[src/sem_pkg.sv]
// Shared types and constants of the RGB Sobel edge magnitude block.
package sem_pkg;

	// Default frame limits; the top level turns these into parameters.
	localparam int DEF_MAX_WIDTH  = 1024;
	localparam int DEF_MAX_HEIGHT = 1024;

	localparam int CFG_DIM_W = 11;
	localparam int CFG_IDX_W = 1;
	localparam int CH_W      = 8;
	localparam int PIX_W     = 3 * CH_W;
	localparam int GRAD_W    = 11;
	localparam int SUM_W     = 21;
	localparam int ROOT_W    = 8;

	localparam int MID_DEPTH = 4;
	localparam int OUT_DEPTH = 2;

	typedef enum logic [CFG_IDX_W-1:0] {
		REG_IMAGE_WIDTH  = 1'b0,
		REG_IMAGE_HEIGHT = 1'b1
	} cfg_reg_t;

	// One column of the neighborhood plus what the front decided about it.
	typedef struct packed {
		logic [PIX_W-1:0] up;
		logic [PIX_W-1:0] mid;
		logic [PIX_W-1:0] pix;
		logic             res;
		logic             frame_end;
		logic             row_top;
		logic             row_bot;
		logic             col_left;
		logic             col_right;
	} column_t;

	typedef struct packed {
		logic [CH_W-1:0] red;
		logic [CH_W-1:0] green;
		logic [CH_W-1:0] blue;
		logic            frame_end;
	} result_t;

endpackage

[src/sem_back.sv]
// Back end: 3x3 window, Sobel gradients, squared sum and a pipelined integer root.
module sem_back (
	input  logic              clk,
	input  logic              arst_n,
	input  logic              col_empty,
	output logic              col_pop,
	input  sem_pkg::column_t  col,
	input  logic              res_full,
	output logic              res_push,
	output sem_pkg::result_t  res
);

	localparam int CH_W   = sem_pkg::CH_W;
	localparam int PW     = sem_pkg::PIX_W;
	localparam int GW     = sem_pkg::GRAD_W;
	localparam int SW     = sem_pkg::SUM_W;
	localparam int RTW    = sem_pkg::ROOT_W;

	logic [PW-1:0] win_q [3][3];

	logic       valid_s1;
	logic       fe_s1;
	logic [3:0] mask_s1;

	logic                 valid_s2;
	logic                 fe_s2;
	logic signed [GW-1:0] gx_s2 [3];
	logic signed [GW-1:0] gy_s2 [3];

	logic           rt_valid_sk [RTW+1];
	logic           rt_fe_sk    [RTW+1];
	logic [SW-1:0]  rt_sum_sk   [RTW+1][3];
	logic [RTW-1:0] rt_root_sk  [RTW+1][3];

	logic                   adv;
	logic signed [GW-1:0]   m [3][3];
	logic [2:0]             row_ok;
	logic [2:0]             col_ok;
	logic signed [GW-1:0]   gx [3];
	logic signed [GW-1:0]   gy [3];
	logic signed [2*GW-1:0] sq_x [3];
	logic signed [2*GW-1:0] sq_y [3];
	logic [SW-1:0]          sums [3];
	logic [RTW-1:0]         cand [RTW][3];
	logic [2*RTW-1:0]       prod [RTW][3];
	logic [RTW-1:0]         nxt  [RTW][3];

	assign adv      = !(rt_valid_sk[RTW] && res_full);
	assign col_pop  = adv && !col_empty;
	assign res_push = rt_valid_sk[RTW] && !res_full;

	always_comb begin
		row_ok = {mask_s1[2], 1'b1, mask_s1[3]};
		col_ok = {mask_s1[0], 1'b1, mask_s1[1]};
		for (int ch = 0; ch < 3; ch++) begin
			for (int r = 0; r < 3; r++) begin
				for (int c = 0; c < 3; c++) begin
					m[r][c] = (row_ok[r] && col_ok[c])
						? GW'(win_q[r][c][ch*CH_W +: CH_W]) : '0;
				end
			end
			gx[ch] = m[0][2] - m[0][0] + ((m[1][2] - m[1][0]) <<< 1) + m[2][2] - m[2][0];
			gy[ch] = m[2][0] - m[0][0] + ((m[2][1] - m[0][1]) <<< 1) + m[2][2] - m[0][2];
			sq_x[ch] = gx_s2[ch] * gx_s2[ch];
			sq_y[ch] = gy_s2[ch] * gy_s2[ch];
			sums[ch] = SW'(sq_x[ch] + sq_y[ch]);
		end
	end

	// Each root stage settles one bit: keep it while cand*(cand-1) < sum.
	always_comb begin
		for (int k = 0; k < RTW; k++) begin
			for (int ch = 0; ch < 3; ch++) begin
				cand[k][ch] = rt_root_sk[k][ch] | (RTW'(1) << (RTW - 1 - k));
				prod[k][ch] = (2*RTW)'(cand[k][ch]) * (2*RTW)'(cand[k][ch] - RTW'(1));
				nxt[k][ch]  = (SW'(prod[k][ch]) < rt_sum_sk[k][ch])
					? cand[k][ch] : rt_root_sk[k][ch];
			end
		end
	end

	always_ff @(posedge clk or negedge arst_n) begin
		if (!arst_n) begin
			valid_s1 <= 1'b0;
			valid_s2 <= 1'b0;
			for (int k = 0; k <= RTW; k++) begin
				rt_valid_sk[k] <= 1'b0;
			end
		end else if (adv) begin
			valid_s1       <= col_pop && col.res;
			valid_s2       <= valid_s1;
			rt_valid_sk[0] <= valid_s2;
			for (int k = 0; k < RTW; k++) begin
				rt_valid_sk[k+1] <= rt_valid_sk[k];
			end
		end
	end

	always_ff @(posedge clk) begin
		if (col_pop) begin
			for (int r = 0; r < 3; r++) begin
				win_q[r][0] <= win_q[r][1];
				win_q[r][1] <= win_q[r][2];
			end
			win_q[0][2] <= col.up;
			win_q[1][2] <= col.mid;
			win_q[2][2] <= col.pix;
			fe_s1       <= col.frame_end;
			mask_s1     <= {col.row_top, col.row_bot, col.col_left, col.col_right};
		end
		if (adv) begin
			fe_s2       <= fe_s1;
			rt_fe_sk[0] <= fe_s2;
			for (int ch = 0; ch < 3; ch++) begin
				gx_s2[ch]         <= gx[ch];
				gy_s2[ch]         <= gy[ch];
				rt_sum_sk[0][ch]  <= sums[ch];
				rt_root_sk[0][ch] <= '0;
			end
			for (int k = 0; k < RTW; k++) begin
				rt_fe_sk[k+1] <= rt_fe_sk[k];
				for (int ch = 0; ch < 3; ch++) begin
					rt_sum_sk[k+1][ch]  <= rt_sum_sk[k][ch];
					rt_root_sk[k+1][ch] <= nxt[k][ch];
				end
			end
		end
	end

	assign res.red       = rt_root_sk[RTW][0];
	assign res.green     = rt_root_sk[RTW][1];
	assign res.blue      = rt_root_sk[RTW][2];
	assign res.frame_end = rt_fe_sk[RTW];

endmodule

[config.mk]
export PLATFORM = sky130hd
export DESIGN_NAME = sem_back
export DESIGN_NICKNAME = d
export VERILOG_FILES = /design/src/sem_pkg.sv /design/src/sem_back.sv
export SDC_FILE = /design/constraint.sdc
export NUM_CORES = 2
export LEC_CHECK = 0
export ABC_AREA = 1
export BUFFER_PORTS_ARGS = -buffer_cell sky130_fd_sc_hd__buf_2
export CAP_MARGIN = 15
export CORE_MARGIN = 2
export CORE_UTILIZATION = 60
export DETAILED_ROUTE_END_ITERATION = 12
export GPL_TIMING_DRIVEN = 1
export PLACE_DENSITY_LB_ADDON = 0.12
export SYNTH_ARGS = -nofsm -noshare
export SYNTH_HDL_FRONTEND = slang
export SYNTH_SLANG_ARGS = --single-unit
[constraint.sdc]
create_clock -name clk -period 55.3 [get_ports clk]
set_input_delay 13.825 -clock clk [delete_from_list [all_inputs] [get_ports clk]]
set_output_delay 13.825 -clock clk [all_outputs]
set_load 0.01 [all_outputs]
After elaboration in Yosys (flattened, before gate mapping)
Memory sizes are Yosys's and may differ from the RTL's.
Cells that the tools add are included.
{ "word_totals": {"reg_bits": 17, "ramBits": 1074, "inputBits": 82, "out_inout_bits": 27, "wordCells": 193, "mem_count": 6} }
{ "classes": {"n_addsub": 57, "multipliers": 30, "n_lt_le_gt_ge": 24, "n_mux": 51, "reduce_logical": 11} }
{ "mem_list": {"columns": ["memory", "words", "word_bits", "rd", "rd_ports_with_merged_regs", "write_ports", "line_no", "text"], "rows": [
  ["rt_sum_sk", 9, 63, 8, 0, 9, "sem_back.sv:32", "logic [SW-1:0] rt_sum_sk [RTW+1][3];"],
  ["rt_root_sk", 9, 24, 9, 0, 9, "sem_back.sv:33", "logic [RTW-1:0] rt_root_sk [RTW+1][3];"],
  ["win_q", 3, 72, 3, 0, 3, "sem_back.sv:19", "logic [PW-1:0] win_q [3][3];"],
  ["gx_s2", 3, 11, 3, 0, 3, "sem_back.sv:27", "logic signed [GW-1:0] gx_s2 [3];"],
  ["gy_s2", 3, 11, 3, 0, 3, "sem_back.sv:28", "logic signed [GW-1:0] gy_s2 [3];"],
  ["rt_fe_sk", 9, 1, 9, 0, 9, "sem_back.sv:31", "logic rt_fe_sk [RTW+1];"]
]} }
{ "op_table": {"columns": ["operator", "n"], "rows": [
  ["$lt A16 B21 Y1", 24],
  ["$mul A9 B9 Y16", 24],
  ["$mux W8", 27],
  ["$sub A8 B1 Y9 const B", 24],
  ["$mul A11 B11 Y21", 6],
  ["$sub A8 B8 Y9", 12],
  ["$add A11 B9 Y11", 6],
  ["$add A9 B10 Y11", 6],
  ["$sub A11 B9 Y11", 6],
  ["$add A21 B21 Y21", 3],
  ["$mux W7", 3],
  ["$mux W6", 3],
  ["$mux W5", 3],
  ["$mux W4", 3],
  ["$mux W3", 3],
  ["$logic_and A1 B1 Y1", 8],
  ["$mux W1", 6],
  ["$mux W2", 3],
  ["$logic_not A1 Y1", 3]
]} }

Depth between registers and ports, before layout
{ "depth": {"depth_word": 6, "ltp_mapped": 29, "mapped_depth_nobuf": 27} }

Worst setup path after synthesis
No wires, ideal clock.
{ "synth_path": {"kind": "input to output", "startpoint": "input res_full", "endpoint": "output col_pop", "t_arrival_ps": 24617, "required_ps": 41475, "path_slack_ps": 16858, "cell_stages": 1, "n_path_buf": 0, "path_cell_list": "a21oi_1"} }
{ "synth_via": {"elab_chain_len": 3} }
{ "synth_lines": {"columns": ["item", "line_no", "text"], "rows": [
  ["start, declared", "sem_back.sv:8", "input logic res_full,"],
  ["$logic_and A1 B1 Y1", "sem_back.sv:48", "assign adv = !(rt_valid_sk[RTW] && res_full);"],
  ["$logic_not A1 Y1", "sem_back.sv:48", null],
  ["$logic_and A1 B1 Y1", "sem_back.sv:49", "assign col_pop = adv && !col_empty;"],
  ["end, declared", "sem_back.sv:6", "output logic col_pop,"]
]} }
No other way between the ends.

Worst setup path in the final report
Ends and elaborated chain as after synthesis.

==> metrics.md <==
| Metric | Value |
|---|---|
| Largest net degree at the start of global routing | 200 |
| Crit-path max cell delay | 350 ps |
| Critical Path Source Type | primary input |
| Maximum Capacitance Violations | 0 |
| Cell mode on critical path | buf_2 |
| Reg area | 27,600 um2 |
| Hold Path Class | reg -> reg |
| Vias post-DR | 54,900 |
| Post-synth ARST share | 1.20% |
| Worst setup margin | 26,860 ps |
| Worst Path Buf+Inv | 2 |
| Reg2reg path depth | 22 |
| Row cnt | 139 |
| Htree depth | 3 |
| Area leader, netlist | edfxtp_1 |
| FF-to-FF Start | gy_s2[0][0]$_DFFE_PN_ |
| Fin crit share | 51.4% |
| Layout cell share with drive strength beyond 1 | approximately 3.9% |
| RSZ-0062 raised after global routing | no |
| CTS sink count | 920 |
| Hold EP | win_q[0][124]$_DFFE_PP_ |
| EDFF count, synth | 909 |
| DRC viols | 0 |
| CTS clk-pin slew, worst paths | 60 ps |
| Hold Path Stages | 0 |
| Ports | 109 |
| Critical Path Sink Type | output port |
| Slowest-stage cell, CP | a21oi_4 |
| Area Growth Syn to Fin | 6.85% |
| Core Area | 144,000 um2 |
| RePlAce Congestion | a little under 0.9 |
| Status | completed |
| Final Skew | 54.6 ps |
| Final setup viols | 0 |
| Cell Area, Synth | 87,300 um2 |
| Finished Layout Cells | ~11,000 |
| Resized Gates After CTS | 0 |
| First-pass GRT wire length | 278,000 um |
| Starting DRT DRC Count | 2,293 |
| Nets | about 11,000 |
| Pre-antenna DRT Iters | 5 |
| TritonCTS clock tree | yes |
| DP Cell Count | 10,600 |
| Clock root cell | clkbuf_16 |
| Worst hold slack | approximately 420 ps |
| Final Max Tran Viols | 0 |
| Post-Syn Instances | 8,725 |
| Antenna Nets Post-Route | 0 |
| Crit path max fanout | 4 |
| Final hold vios | 0 |
| Post-synth top flop | edfxtp_1 |
| WL/cell | around 15 um |
| Total gr overflow | 0 |
| Worst Max-Slew Pin Slew | 1120 ps |
| Final TNS setup | 0 ps |
| Post-synthesis register bit count | 920 |
| Syn avg cell area | 10.0 um2 |
| ANT cells | 0 |
| Setup slack, reg-to-reg | 48,070 ps |
| Die height | 385 um |
| Die width | 385 um |
| Data arrival, critical path | approximately 15,000 ps |
| Crit path max-delay family | buffers and inverters |
| Syn nets | around 11,000 |
| Top post-synthesis cells by area | edfxtp_1, fa_1, ha_1 |
| Final WL | roughly 160,000 um |
| WS Path Type | in -> out |
| Latest clock arrival within the worst-skew pair | about 700 ps |
| Final min period | 28,440 ps |
| Fillers | 11,600 |
| Sequential fraction of the synthesis area | 31.6% |
| Max Freq | 35.2 MHz |
| WP data required | 41,470 ps |
| Hold Startpoint | win_q[0][100]$_DFFE_PP_ |
| Reg2Reg Capture Point | rt_sum_sk[0][62]$_DFFE_PN_ |
| Die area | ~150,000 um2 |
| Pre-CTS setup slack | 26,780 ps |
| Vias in the first global route | 58,200 |
| Hold Buf Count CTS | 0 |
| Yosys warns | 0 |
| Post CTS Setup Buffer Count | 0 |
| Yosys top cell area share | a little under a third |
| CTS Buf Count | 100 |
| HPWL after DPL | 135,000 um |
| Multi-input logic area | roughly 50,000 um2 |
| CTS max path bufs | 3 |
| Antenna violations before repair | 0 |
| Starting Density | between 60% and 70% |
| Netlist cell types | 57 |
| Slew headroom | 25.1% |
| IO Port Bufs | 108 |
| GRT Total Usage | 23.2% |
| Vias per cell | 5.07 |
| Critical-path cell list | buf_2, a21oi_4, buf_2 |
per-stage QoR:
| step | instance area, um2 | util, % |
|---|---|---|
| 6_report | 93200 | 64.7 |
| 5_1_grt | 93200 | 64.7 |
| 4_1_cts | 93200 | 64.7 |
| 3_5_place_dp | 89900 | 62.5 |
| 3_3_place_gp | 89900 | 62.5 |
| 2_1_floorplan | 87300 | - |
area by class of cell:
| type | count | share of cell area (%) |
|---|---|---|
| Multi-Input combinational cell | 5198 | 53.5 |
| Sequential cell | 920 | 29.6 |
| Inverter | 2497 | 10.1 |
| Clock buffer | 118 | 2.78 |
| Tap cell | 1903 | 2.55 |
| Timing Repair Buffer | 128 | 0.768 |
| Clock inverter | 65 | 0.749 |
how the worst max path moves through the flow:
stage	startpoint	end	cells past startpoint
finish	res_full	col_pop	3
global route	res_full	col_pop	3
CTS	res_full	col_pop	3
detailed placement	res_full	col_pop	3
global placement	res_full	col_pop	3
floorplan	res_full	col_pop	1
state kept, by name, indices dropped and copies added (netlist names):
name,count
rt_root_sk,108
valid_s1,1
fe_s1,1
rt_fe_sk,9
win_q,216
rt_valid_sk,9
gx_s2,33
mask_s1,4
fe_s2,1
rt_sum_sk,504
gy_s2,33
valid_s2,1
cells in the final DEF, fill, tap and decap left out, types with 6 or more instances in the layout:
cell type   netlist  final
nand3_1         147    147
inv_6             0     10
nand2_1        1289   1288
fa_1            990    990
a31oi_1          10     10
a21o_1           38     38
o21bai_1         26     26
xor2_1          245    245
buf_2             9    108
o311ai_0         12     12
xnor2_1         147    147
nor4_1           16     16
a21oi_2           6      6
o21ai_0          94     94
clkinv_2          0     16
o21a_1           18     18
nor2_1          336    336
clkbuf_1        100     17
clkinvlp_4        0     11
clkbuf_16         0    101
nand3b_1         10     10
a211oi_1          8      8
a21oi_1         378    377
buf_4             1     18
bufinv_16         0      8
nor3_1           57     57
edfxtp_1        909    909
ha_1           1170   1170
nand4_1          60     60
o31ai_1           9      9
or2_2            26     26
o211ai_1         25     25
inv_1          2491   2491
clkinv_1          1     11
o21ai_1          14     14
dfrtp_1          11     11
mux2_2            8      8
cells in the mapped netlist, drive strengths merged, types with 12 or more instances:
cell	count
o21ai	112
nand4	60
o21bai	28
inv	2496
clkbuf	100
xor2	245
fa	990
o21a	18
edfxtp	909
a21oi	384
ha	1170
nor4	16
nor2	338
xnor2	147
nand2	1294
nor3	57
o311ai	12
or2	27
nand3	148
o211ai	26
a21o	38
per-layer routing:
layer	GRT usage (%)	up-vias	share of wire (%)	wire length [um]
li1	-	27200	-	-
met1	28.3	26600	41	67700
met2	43.1	758	53	85800
met3	2.30	257	2.8	4510
met4	7.23	0	3.2	5280
met5	0	-	0	0
cells by family after synthesis:
kind of cell             after synthesis  synth area share (%)
XOR/XNOR                             392                  3.93
multiplexers                           8                 0.103
AO/OA/AOI/OAI                        674                  4.48
adder cells (fa/ha/maj)             2160                  39.5
buffers and inverters               2607                  11.2
AND/OR/NAND/NOR                     1964                  9.16
flip-flops                           920                  31.6
Power is left out: the tool's default activity adds up to more than one toggle a clock period on the data nets, which glitch-free logic cannot reach.
