==> config.mk <==
export PLATFORM = sky130hd
export DESIGN_NAME = sem_fifo
export DESIGN_NICKNAME = d
export VERILOG_FILES = /design/src/sem_fifo.sv
export SDC_FILE = /design/constraint.sdc
export NUM_CORES = 1
export LEC_CHECK = 0
export BUFFER_PORTS_ARGS = -buffer_cell sky130_fd_sc_hd__buf_2
export CAP_MARGIN = 20
export CORE_MARGIN = 10
export CORE_UTILIZATION = 59
export CTS_BUF_LIST = sky130_fd_sc_hd__clkbuf_16
export CTS_CLUSTER_SIZE = 10
export DETAILED_ROUTE_END_ITERATION = 8
export PLACE_DENSITY = 0.87
export SLEW_MARGIN = 25
export SYNTH_ARGS = -nofsm -noshare
export SYNTH_HDL_FRONTEND = slang
export SYNTH_SLANG_ARGS = --single-unit
==> constraint.sdc <==
create_clock -name clk -period 4.2 [get_ports clk]
set_input_delay 0.42 -clock clk [delete_from_list [all_inputs] [get_ports clk]]
set_output_delay 0.42 -clock clk [all_outputs]
set_load 0.05 [all_outputs]
==> src/sem_fifo.sv <==
// Small first-in first-out queue built from registers.
module sem_fifo #(
	parameter int DEPTH = 4,
	parameter int WIDTH = 8
) (
	input  logic                       clk,
	input  logic                       arst_n,
	input  logic                       push,
	input  logic [WIDTH-1:0]           din,
	input  logic                       pop,
	output logic [WIDTH-1:0]           dout,
	output logic                       empty,
	output logic                       full,
	output logic [$clog2(DEPTH+1)-1:0] count
);

	localparam int PW = $clog2(DEPTH);
	localparam int CW = $clog2(DEPTH + 1);

	logic [WIDTH-1:0] mem_q [DEPTH];
	logic [PW-1:0]    wr_ptr_q;
	logic [PW-1:0]    rd_ptr_q;
	logic [CW-1:0]    count_q;
	logic             do_push;
	logic             do_pop;

	assign do_push = push && (count_q != CW'(DEPTH));
	assign do_pop  = pop && (count_q != '0);
	assign empty   = (count_q == '0);
	assign full    = (count_q == CW'(DEPTH));
	assign count   = count_q;
	assign dout    = mem_q[rd_ptr_q];

	always_ff @(posedge clk or negedge arst_n) begin
		if (!arst_n) begin
			wr_ptr_q <= '0;
			rd_ptr_q <= '0;
			count_q  <= '0;
		end else begin
			if (do_push) begin
				wr_ptr_q <= (wr_ptr_q == PW'(DEPTH - 1)) ? '0 : wr_ptr_q + PW'(1);
			end
			if (do_pop) begin
				rd_ptr_q <= (rd_ptr_q == PW'(DEPTH - 1)) ? '0 : rd_ptr_q + PW'(1);
			end
			count_q <= count_q + CW'(do_push) - CW'(do_pop);
		end
	end

	always_ff @(posedge clk) begin
		if (do_push) begin
			mem_q[wr_ptr_q] <= din;
		end
	end

endmodule

# Word level (Yosys, flattened, before mapping)
# Memory sizes are Yosys's and may differ from the RTL's.
# Index checks and enable logic that the tools add are counted.
[word_totals] memories=1 output_inout_bits=13 elab_cells=20 reg_bits=7 in_bits=12 mem_bits_rw=32
[classes] reduce_logical=4 eq_ne=4 muxes=4 addsub=4
[memory_table] name="mem_q" depth=4 word_bits=8 rd=1 rd_ports_with_merged_regs=0 wr=1 line="20" source="logic [WIDTH-1:0] mem_q [DEPTH];"
[ops] cell="$add 2x1->2 const B" count=2
[ops] cell="$eq 2x2->1 const B" count=2
[ops] cell="$mux 2" count=2
[ops] cell="$add 3x1->3" count=1
[ops] cell="$eq 3x3->1 const B" count=1
[ops] cell="$logic_not 3->1" count=1
[ops] cell="$ne 3x3->1 const B" count=1
[ops] cell="$reduce_bool 3->1" count=1
[ops] cell="$sub 3x1->3" count=1
[ops] cell="$logic_and 1x1->1" count=2
[ops] cell="$mux 1" count=2

# Logic depth before layout (Yosys ltp)
# Gate-level depths: netlist of the first run.
[depth] ltp_word=4 mapped_depth=9 mapped_depth_nobuf=9

# Worst setup path after synthesis of the first run
# OpenSTA, ideal clock, no wires.
[synth_path] path_type="register to register" startpoint="register count_q[2] (netlist: count[2])" endpoint="register count_q[2] (netlist: count[2])" t_required_ns=4.054 setup_slack_ns=1.383 path_stages_with_launch=10 setup_time_ns=0.146 n_path_buf=0 t_arrival_ns=2.671 synth_period_minus_slack_ns=2.817 path_cell_list="dfrtp_1 -> nor3b_4 -> nand2b_1 -> ha_1 -> inv_1 -> ha_1 -> inv_1 -> fa_1 -> xnor2_1 -> xnor2_1"
[synth_via] elab_chain_cells=4 elab_cells_between_ends=6 cone_classes="add/sub: 2; eq/ne: 1; reduce/logical: 3"
[synth_rtl] item="from (decl)" line="23" source="logic [CW-1:0] count_q;"
[synth_rtl] item="from (signal assigned)" line="46" source="count_q <= count_q + CW'(do_push) - CW'(do_pop);"
[synth_rtl] item="$ne 3x3->1" line="27" source="assign do_push = push && (count_q != CW'(DEPTH));"
[synth_rtl] item="$logic_and 1x1->1" line="27"
[synth_rtl] item="$add 3x1->3" line="46"
[synth_rtl] item="$sub 3x1->3 (*)" line="46"
# Every way passes the cells marked *; elsewhere a longest branch is shown, timed or not.
# A chain may end at the register's enable or synchronous reset.

# Final worst setup path of the first run
[layout_path] startpoint="register count_q[1] (netlist: count[1])" endpoint="register count_q[2] (netlist: count[2])"
# The elaborated chain is that of the path after synthesis.

==> flow_results.xml, run 1 <==
<?xml version="1.0" encoding="UTF-8"?>
<metrics>
  <group name="setup_path">
    <metric name="rr_endpoint" unit="">count[2]</metric>
    <metric name="r2r_start" unit="">count[1]</metric>
    <metric name="critical_path.endpoint_type" unit="">register</metric>
    <metric name="worstPathArrival" unit="ns">2.44</metric>
    <metric name="worst_setup_path_start_kind" unit="">register</metric>
    <metric name="setup.worst_path.class" unit="">register to register</metric>
    <metric name="rrSetupSlack" unit="ns">1.92</metric>
    <metric name="worstSetupEndpoint" unit="">count[2]</metric>
    <metric name="reg2reg_depth" unit="">9</metric>
    <metric name="cp-startpoint" unit="">count[1]</metric>
    <metric name="cp_data_required_time" unit="ns">4.36</metric>
    <metric name="crit_fanout" unit="">8</metric>
  </group>
  <group name="placed_design">
    <metric name="gpl.final_weighted_congestion" unit="">0.773</metric>
    <metric name="place_inst" unit="">137</metric>
    <metric name="detailed_place_hpwl" unit="µm">1890</metric>
    <metric name="port_buffers" unit="">24</metric>
    <metric name="cell_area_after_placement" unit="mm²">0.00179</metric>
  </group>
  <group name="cells_and_area">
    <metric name="post_layout_nonfiller_instances" unit="">146</metric>
    <metric name="design.final.nets" unit="">134</metric>
    <metric name="area_growth_syn_to_layout" unit="%">19.8</metric>
    <metric name="ant_cells" unit="">0</metric>
    <metric name="stdcell_area" unit="mm²">0.00196</metric>
    <metric name="post_route_cells_drive_above_1_share" unit="%">37.4</metric>
    <metric name="filler_cells" unit="">166</metric>
  </group>
  <group name="timing">
    <metric name="finalHoldViolations" unit="">0</metric>
    <metric name="tightestPinTransition" unit="ns">0.595</metric>
    <metric name="totalNegativeSetupSlack" unit="ns">0</metric>
    <metric name="fin_skew" unit="ns">0.00374</metric>
    <metric name="total_count_of_max_transition_violations_in_the_final_report" unit="">0</metric>
    <metric name="period_needed" unit="ns">2.28</metric>
    <metric name="timing.final.setup_violations" unit="">0</metric>
    <metric name="min_period_over_period" unit="%">54.3</metric>
    <metric name="fmax" unit="MHz">438</metric>
    <metric name="slew-limit-headroom" unit="%">60.3</metric>
    <metric name="rsz0062_at_grt" unit="">false</metric>
  </group>
  <group name="floorplan">
    <metric name="die_area" unit="mm²">0.00529</metric>
    <metric name="dieHeight" unit="µm">72.7</metric>
    <metric name="floorplan.io_pins" unit="">25</metric>
    <metric name="design.core.area" unit="mm²">0.00271</metric>
    <metric name="chip_width" unit="µm">72.7</metric>
    <metric name="floorplan.initialDensity" unit="%">60.5</metric>
    <metric name="std_cell_rows" unit="">19</metric>
  </group>
  <group name="logic_synthesis">
    <metric name="avgSynthCellArea" unit="µm²">19.5</metric>
    <metric name="postSynth.topFlopCell" unit="">edfxtp_1</metric>
    <metric name="ys_seq_area_share" unit="%">69.3</metric>
    <metric name="synth_top_area_cell" unit="">edfxtp_1</metric>
    <metric name="netlist_instances" unit="">84</metric>
    <metric name="post_synth_instance_area" unit="mm²">0.00164</metric>
    <metric name="synth_edf_count" unit="">32</metric>
    <metric name="synth.distinct_cells" unit="">20</metric>
    <metric name="synth-async-reset-ratio" unit="%">17.9</metric>
    <metric name="post-synth-top-area-fraction" unit="%">58.6</metric>
    <metric name="mappedNetlistNets" unit="">104</metric>
    <metric name="synth_area_leaders" unit="">edfxtp_1 59%, mux4_2 11%, dfrtp_1 11%</metric>
    <metric name="synth_seq_cells" unit="">39</metric>
    <metric name="yosysWarningCount" unit="">0</metric>
  </group>
  <group name="clocking">
    <metric name="clk_path_buf_depth" unit="">2</metric>
    <metric name="numCtsBuffers" unit="">5</metric>
    <metric name="clk_latency" unit="ns">0.28</metric>
    <metric name="clk_root_buffer_cell" unit="">clkbuf_16</metric>
    <metric name="path_clk_slew" unit="ns">0.05</metric>
    <metric name="cts_tree" unit="">yes</metric>
    <metric name="ctsResizeCount" unit="">0</metric>
    <metric name="tritoncts_num_sinks" unit="">39</metric>
    <metric name="cts-htree-levels" unit="">2</metric>
  </group>
  <group name="drt">
    <metric name="drt-wirelength-per-cell" unit="µm">18.7</metric>
    <metric name="antenna_left" unit="">0</metric>
    <metric name="via_count_of_the_routed_design" unit="">840</metric>
    <metric name="finalWirelength" unit="µm">2740</metric>
    <metric name="drc" unit="">0</metric>
    <metric name="dr.first_iter.drc_count" unit="">63</metric>
    <metric name="vias_per_cell" unit="">5.75</metric>
    <metric name="drt-pass1-iter-count" unit="">4</metric>
  </group>
  <group name="global_routing">
    <metric name="grt_max_degree" unit="">13</metric>
    <metric name="wire_length_of_the_first_global_routing_pass" unit="µm">4570</metric>
    <metric name="groute.usage.overall" unit="%">11.6</metric>
    <metric name="initial_antenna_violation_count" unit="">0</metric>
    <metric name="grt_overflow_total" unit="">0</metric>
    <metric name="number_of_global_route_vias_before_repair" unit="">956</metric>
  </group>
  <group name="hold_path">
    <metric name="worstHoldPathType" unit="">primary input to register</metric>
    <metric name="worst_hold_startpoint" unit="">din[2]</metric>
  </group>
  <group name="run">
    <metric name="maxCapViolCount" unit="">0</metric>
  </group>
  <group name="status">
    <metric name="status" unit="">finished, final reports clean</metric>
  </group>
</metrics>
## repair_timing
action | CTS | global route
hold buffers | 1 | 0
endpoints found under the hold margin | 7 | 0
setup buffers | 0 | 0
## cell type report
cell class / count / area (µm²) / share of cell area (%)
Timing Repair Buffer: 25 / 130 / 6.63
Multi-Input combinational cell: 37 / 472 / 24.0
Sequential cell: 39 / 1140 / 57.9
Clock inverter: 3 / 38.8 / 1.98
Tap cell: 31 / 38.8 / 1.98
Inverter: 6 / 22.5 / 1.15
Clock buffer: 5 / 125 / 6.37
## registers in the layout, summed over array words and instances, names as in the netlist
register and flops:
mem_q 32, count 3, wr_ptr_q 2, rd_ptr_q 2
## cell families after synthesis
group	share of synthesized area, %
AND/OR/NAND/NOR	7.10
multiplexers	12.4
adder cells (fa/ha/maj)	6.56
flip-flops	69.3
AO/OA/AOI/OAI	1.68
XOR/XNOR	1.07
buffers and inverters	1.91
## placed cells by master (no fill, tap or decap), drive strengths merged
cell         count
o31ai            1
nand2            1
nor2             1
o211ai           2
mux4             8
mux2             2
nor3             1
or3b             1
fa               1
nand4bb          2
dlygate4sd3      1
dfrtp            7
nor3b            1
clkbuf           5
bufinv           1
and3b            4
buf             24
nand2b           3
clkinv           2
edfxtp          32
ha               7
xnor2            2
inv              6
## synthesized netlist by cell type, drive strengths merged (2+ instances only)
library cell  instances
nand2b                3
edfxtp               32
ha                    7
mux4                  8
mux2                  2
o211ai                2
nand4bb               2
xnor2                 2
and3b                 4
dfrtp                 7
inv                   6
## through the flow
step                utilization [%]  setup slack, ns  hold slack, ns
global route                   72.4             1.73           0.357
global placement               66.0             2.04           0.260
floorplan                         -             1.38           0.124
detailed placement             66.0             1.95           0.264
CTS                            72.4             1.92           0.350
finish                         72.4             1.92           0.352
## worst max-delay path: stages, from the launching register on
cell and delay [ns]:
dfrtp_1 0.50, nor3b_4 0.36, nand2b_1 0.16, ha_1 0.22, inv_1 0.07, ha_1 0.14
inv_1 0.05, fa_1 0.37, xnor2_1 0.15, xnor2_1 0.14
## metal layers
metal	vias up	global-route usage [%]	part of all wire (%)	routed length (µm)
met3	8	7.62	7.6	208
met5	-	0	0	0
met2	21	18.0	52	1410
met4	0	5.06	1.9	53
met1	426	11.9	39	1060
li1	385	-	-	-
## how the worst min path moves through the flow
stage / endpoint / slack [ns] / depth (start not counted)
after floorplan: count[0] / 0.12 / 0
after detailed placement: count[1] / 0.26 / 1
after CTS: mem_q[2][7] / 0.35 / 1
final: mem_q[0][2] / 0.35 / 1
after global placement: rd_ptr_q[1] / 0.26 / 1
after global routing: mem_q[0][2] / 0.36 / 1
Power of run 1 is not shown: default switching activity piles up to over one toggle a cycle in this logic, so the estimate is an artifact.
==> run 2: changes to the inputs <==
Settings changed: ABC_AREA set to 1, CORE_UTILIZATION 59 to 50, PLACE_DENSITY 0.87 to 0.79.
Clock period 4.2 ns to 1.95 ns, I/O delays scaled along.
==> run 2 against run 1 <==
Synthesized cell count rose by 82%; via count rose by 40%; global-route usage about the same; clock skew down 0.0016 ns; count of clock-buffer cells in the layout unchanged; non-clock buffer count increased by 12; die area increased by 19%; worst hold slack got worse by 0.22 ns; fmax grew 19%; area after synthesis grew 7.6%; final cell count grew 64%.
==> flow_results.xml, run 2 <==
<?xml version="1.0" encoding="UTF-8"?>
<metrics>
  <group name="placed_design">
    <metric name="detailed_place_hpwl" unit="µm">2400</metric>
    <metric name="pre_cts_slack" unit="ns">-0.0170</metric>
    <metric name="gpl.final_weighted_congestion" unit="">0.683</metric>
    <metric name="port_buffers" unit="">24</metric>
    <metric name="place_inst" unit="">224</metric>
  </group>
  <group name="floorplan">
    <metric name="floorplan.initialDensity" unit="%">52.4</metric>
    <metric name="dieHeight" unit="µm">79.4</metric>
    <metric name="design.core.area" unit="mm²">0.00336</metric>
    <metric name="chip_width" unit="µm">79.4</metric>
    <metric name="std_cell_rows" unit="">21</metric>
    <metric name="die_area" unit="mm²">0.00630</metric>
    <metric name="floorplan.io_pins" unit="">25</metric>
  </group>
  <group name="timing">
    <metric name="fmax" unit="MHz">522</metric>
    <metric name="fin_skew" unit="ns">0.00217</metric>
    <metric name="total_count_of_max_transition_violations_in_the_final_report" unit="">0</metric>
    <metric name="tightestPinTransition" unit="ns">0.802</metric>
    <metric name="worst_slack" unit="ns">0.0351</metric>
    <metric name="min_period_over_period" unit="%">98.2</metric>
    <metric name="final.hold.worst_slack" unit="ns">0.136</metric>
    <metric name="period_needed" unit="ns">1.91</metric>
    <metric name="timing.final.setup_violations" unit="">0</metric>
    <metric name="slew-limit-headroom" unit="%">46.3</metric>
    <metric name="finalHoldViolations" unit="">0</metric>
  </group>
  <group name="cells_and_area">
    <metric name="largest_register_ff_count" unit="">32</metric>
    <metric name="ant_cells" unit="">0</metric>
    <metric name="area_growth_syn_to_layout" unit="%">24.5</metric>
    <metric name="post_route_cells_drive_above_1_share" unit="%">31.1</metric>
    <metric name="largest-register" unit="">mem_q</metric>
    <metric name="post_layout_nonfiller_instances" unit="">239</metric>
    <metric name="final_common_cell" unit="">nand2_1</metric>
    <metric name="design.final.nets" unit="">212</metric>
    <metric name="final_cell_mix" unit="">37 x nand2_1, 32 x edfxtp_1, 28 x inv_1, 24 x buf_2, 15 x o211ai_1</metric>
  </group>
  <group name="setup_path">
    <metric name="worst_path_max_delay_cell" unit="">fa_2</metric>
    <metric name="rrSetupSlack" unit="ns">0.04</metric>
    <metric name="crit_chain" unit="">nor2_4, nand2_2, nand2_2, inv_2, ha_4, inv_2, ha_4, inv_2, fa_2, inv_2</metric>
    <metric name="critical_path.endpoint_type" unit="">register</metric>
    <metric name="setup.worst_path.class" unit="">register to register</metric>
    <metric name="cp_data_required_time" unit="ns">2.12</metric>
    <metric name="worstPathArrival" unit="ns">2.09</metric>
    <metric name="crit_top_cell" unit="">inv_2</metric>
    <metric name="cpPeakStageDelay" unit="ns">0.56</metric>
    <metric name="worst_setup_path_start_kind" unit="">register</metric>
    <metric name="crit_fanout" unit="">2</metric>
    <metric name="reg2reg_depth" unit="">10</metric>
  </group>
  <group name="global_routing">
    <metric name="wire_length_of_the_first_global_routing_pass" unit="µm">5580</metric>
    <metric name="groute.usage.overall" unit="%">11.6</metric>
    <metric name="initial_antenna_violation_count" unit="">0</metric>
    <metric name="number_of_global_route_vias_before_repair" unit="">1210</metric>
    <metric name="grt_max_degree" unit="">36</metric>
    <metric name="grt_overflow_total" unit="">0</metric>
  </group>
  <group name="drt">
    <metric name="via_count_of_the_routed_design" unit="">1175</metric>
    <metric name="antenna_left" unit="">0</metric>
    <metric name="drc" unit="">0</metric>
    <metric name="drt-pass1-iter-count" unit="">4</metric>
    <metric name="finalWirelength" unit="µm">3570</metric>
    <metric name="dr.first_iter.drc_count" unit="">46</metric>
    <metric name="drt-wirelength-per-cell" unit="µm">14.9</metric>
    <metric name="vias_per_cell" unit="">4.92</metric>
  </group>
  <group name="clocking">
    <metric name="tritoncts_num_sinks" unit="">39</metric>
    <metric name="cts_tree" unit="">yes</metric>
    <metric name="clk_root_buffer_cell" unit="">clkbuf_16</metric>
    <metric name="path_clk_slew" unit="ns">0.06</metric>
    <metric name="clk_path_buf_depth" unit="">2</metric>
    <metric name="numCtsBuffers" unit="">5</metric>
    <metric name="clk_latency" unit="ns">0.27</metric>
    <metric name="cts-htree-levels" unit="">2</metric>
  </group>
  <group name="logic_synthesis">
    <metric name="synth_edf_count" unit="">32</metric>
    <metric name="post-synth-top-area-fraction" unit="%">54.5</metric>
    <metric name="synth.distinct_cells" unit="">14</metric>
    <metric name="synth_seq_cells" unit="">39</metric>
    <metric name="mappedNetlistNets" unit="">173</metric>
    <metric name="postSynth.topFlopCell" unit="">edfxtp_1</metric>
    <metric name="yosysWarningCount" unit="">0</metric>
    <metric name="avgSynthCellArea" unit="µm²">11.5</metric>
    <metric name="synth_top_cells_by_count" unit="">39 x nand2_1, 32 x edfxtp_1, 32 x inv_1, 15 x o211ai_1</metric>
    <metric name="netlist_instances" unit="">153</metric>
    <metric name="post_synth_instance_area" unit="mm²">0.00176</metric>
    <metric name="synth_top_area_cell" unit="">edfxtp_1</metric>
    <metric name="synth_area_leaders" unit="">edfxtp_1 55%, dfrtp_1 9.9%, nand2_1 8.3%</metric>
    <metric name="ys_seq_area_share" unit="%">64.4</metric>
    <metric name="synth-async-reset-ratio" unit="%">17.9</metric>
    <metric name="yosysMostFrequentCell" unit="">nand2_1</metric>
  </group>
  <group name="hold_path">
    <metric name="holdPathStages" unit="">1</metric>
    <metric name="worstHoldPathType" unit="">primary input to register</metric>
  </group>
  <group name="power_and_ir_drop">
    <metric name="power_per_unit_of_standard_cell_area" unit="mW/mm²">1850</metric>
    <metric name="peakVddDrop" unit="mV">1.11</metric>
    <metric name="power.leakage" unit="nW">0.993</metric>
  </group>
  <group name="status">
    <metric name="status" unit="">finished, final reports clean</metric>
  </group>
  <group name="run">
    <metric name="maxCapViolCount" unit="">0</metric>
  </group>
</metrics>
==> run 2: cell count changes in the layout (fill, tap and decap cells not counted), moves of 5 or more <==
cell	delta
buf_4	+12
inv_1	+22
mux4_2	-8
nand2_1	+36
nand3_1	+5
nor2_1	+5
o211ai_1	+13
==> run 2: cell type report <==
| cell class | instances | area (µm²) |
|---|---|---|
| multi-input combinational | 77 | 488 |
| fill | 262 | 1170 |
| clock inverter | 3 | 43.8 |
| inverter | 32 | 120 |
| timing repair buffer | 37 | 220 |
| sequential | 39 | 1140 |
| tap | 46 | 57.6 |
| clock buffer | 5 | 125 |
==> run 2: worst max-delay path, delay by kind of cell (launching register included) <==
kind                     cells  cell delay (ns)
AND/OR/NAND/NOR              3             0.30
buffers and inverters        4             0.18
flip-flops                   1             0.42
adder cells (fa/ha/maj)      3             0.92
==> run 2: kinds of logic (layout without fill, tap and decap cells) <==
logic type               Yosys count  in the layout  share of synthesized area [%]
flip-flops                        39             39                           64.4
AO/OA/AOI/OAI                     16             16                           7.10
AND/OR/NAND/NOR                   53             53                           12.3
buffers and inverters             37             77                           10.0
adder cells (fa/ha/maj)            8              8                           6.10
==> run 2: worst paths after layout <==
kind,from,to
worst max-delay path,count[1],count[1]
worst min-delay path,din[2],mem_q[1][2]
worst max register to register,count[1],count[1]
worst min register to register,wr_ptr_q[1],wr_ptr_q[1]
max in group asynchronous,arst_n,count[1]
min in group asynchronous,arst_n,wr_ptr_q[0]
==> run 2: repair_timing <==
action,CTS,global route
pin swaps,0,7
hold endpoints to repair,7,0
setup endpoints to repair,2,2
gates cloned,0,0
hold buffers,1,0
setup buffers,1,5
gates resized for setup,1,10
==> run 2: report_power, final <==
part / switching (mW) / total (mW) / internal, mW
clock network: 0.307 / 0.910 / 0.602
registers: 0.0975 / 1.23 / 1.13
logic: 1.36 / 1.91 / 0.553
==> run 2: through the flow <==
step                area (µm²)  setup TNS (ns)  total power [mW]  util, %
floorplan                 1770         -0.0770              2.62        -
global placement          1930               0              2.91     57.5
detailed placement        1930         -0.0170              3.01     57.5
CTS                       2120               0              3.95     63.2
global route              2190         -0.0335              4.28     65.3
finish                    2190               0              4.05     65.3
==> run 2: routing by layer <==
metal,part of all wire (%),track usage (%),vias to the layer above
met1,37,11.0,560
met3,5.0,3.83,6
met5,0,0,-
met4,1.7,4.84,0
met2,56,22.1,33
li1,-,-,576
No activity file was read; power rests on OpenSTA's default activity.
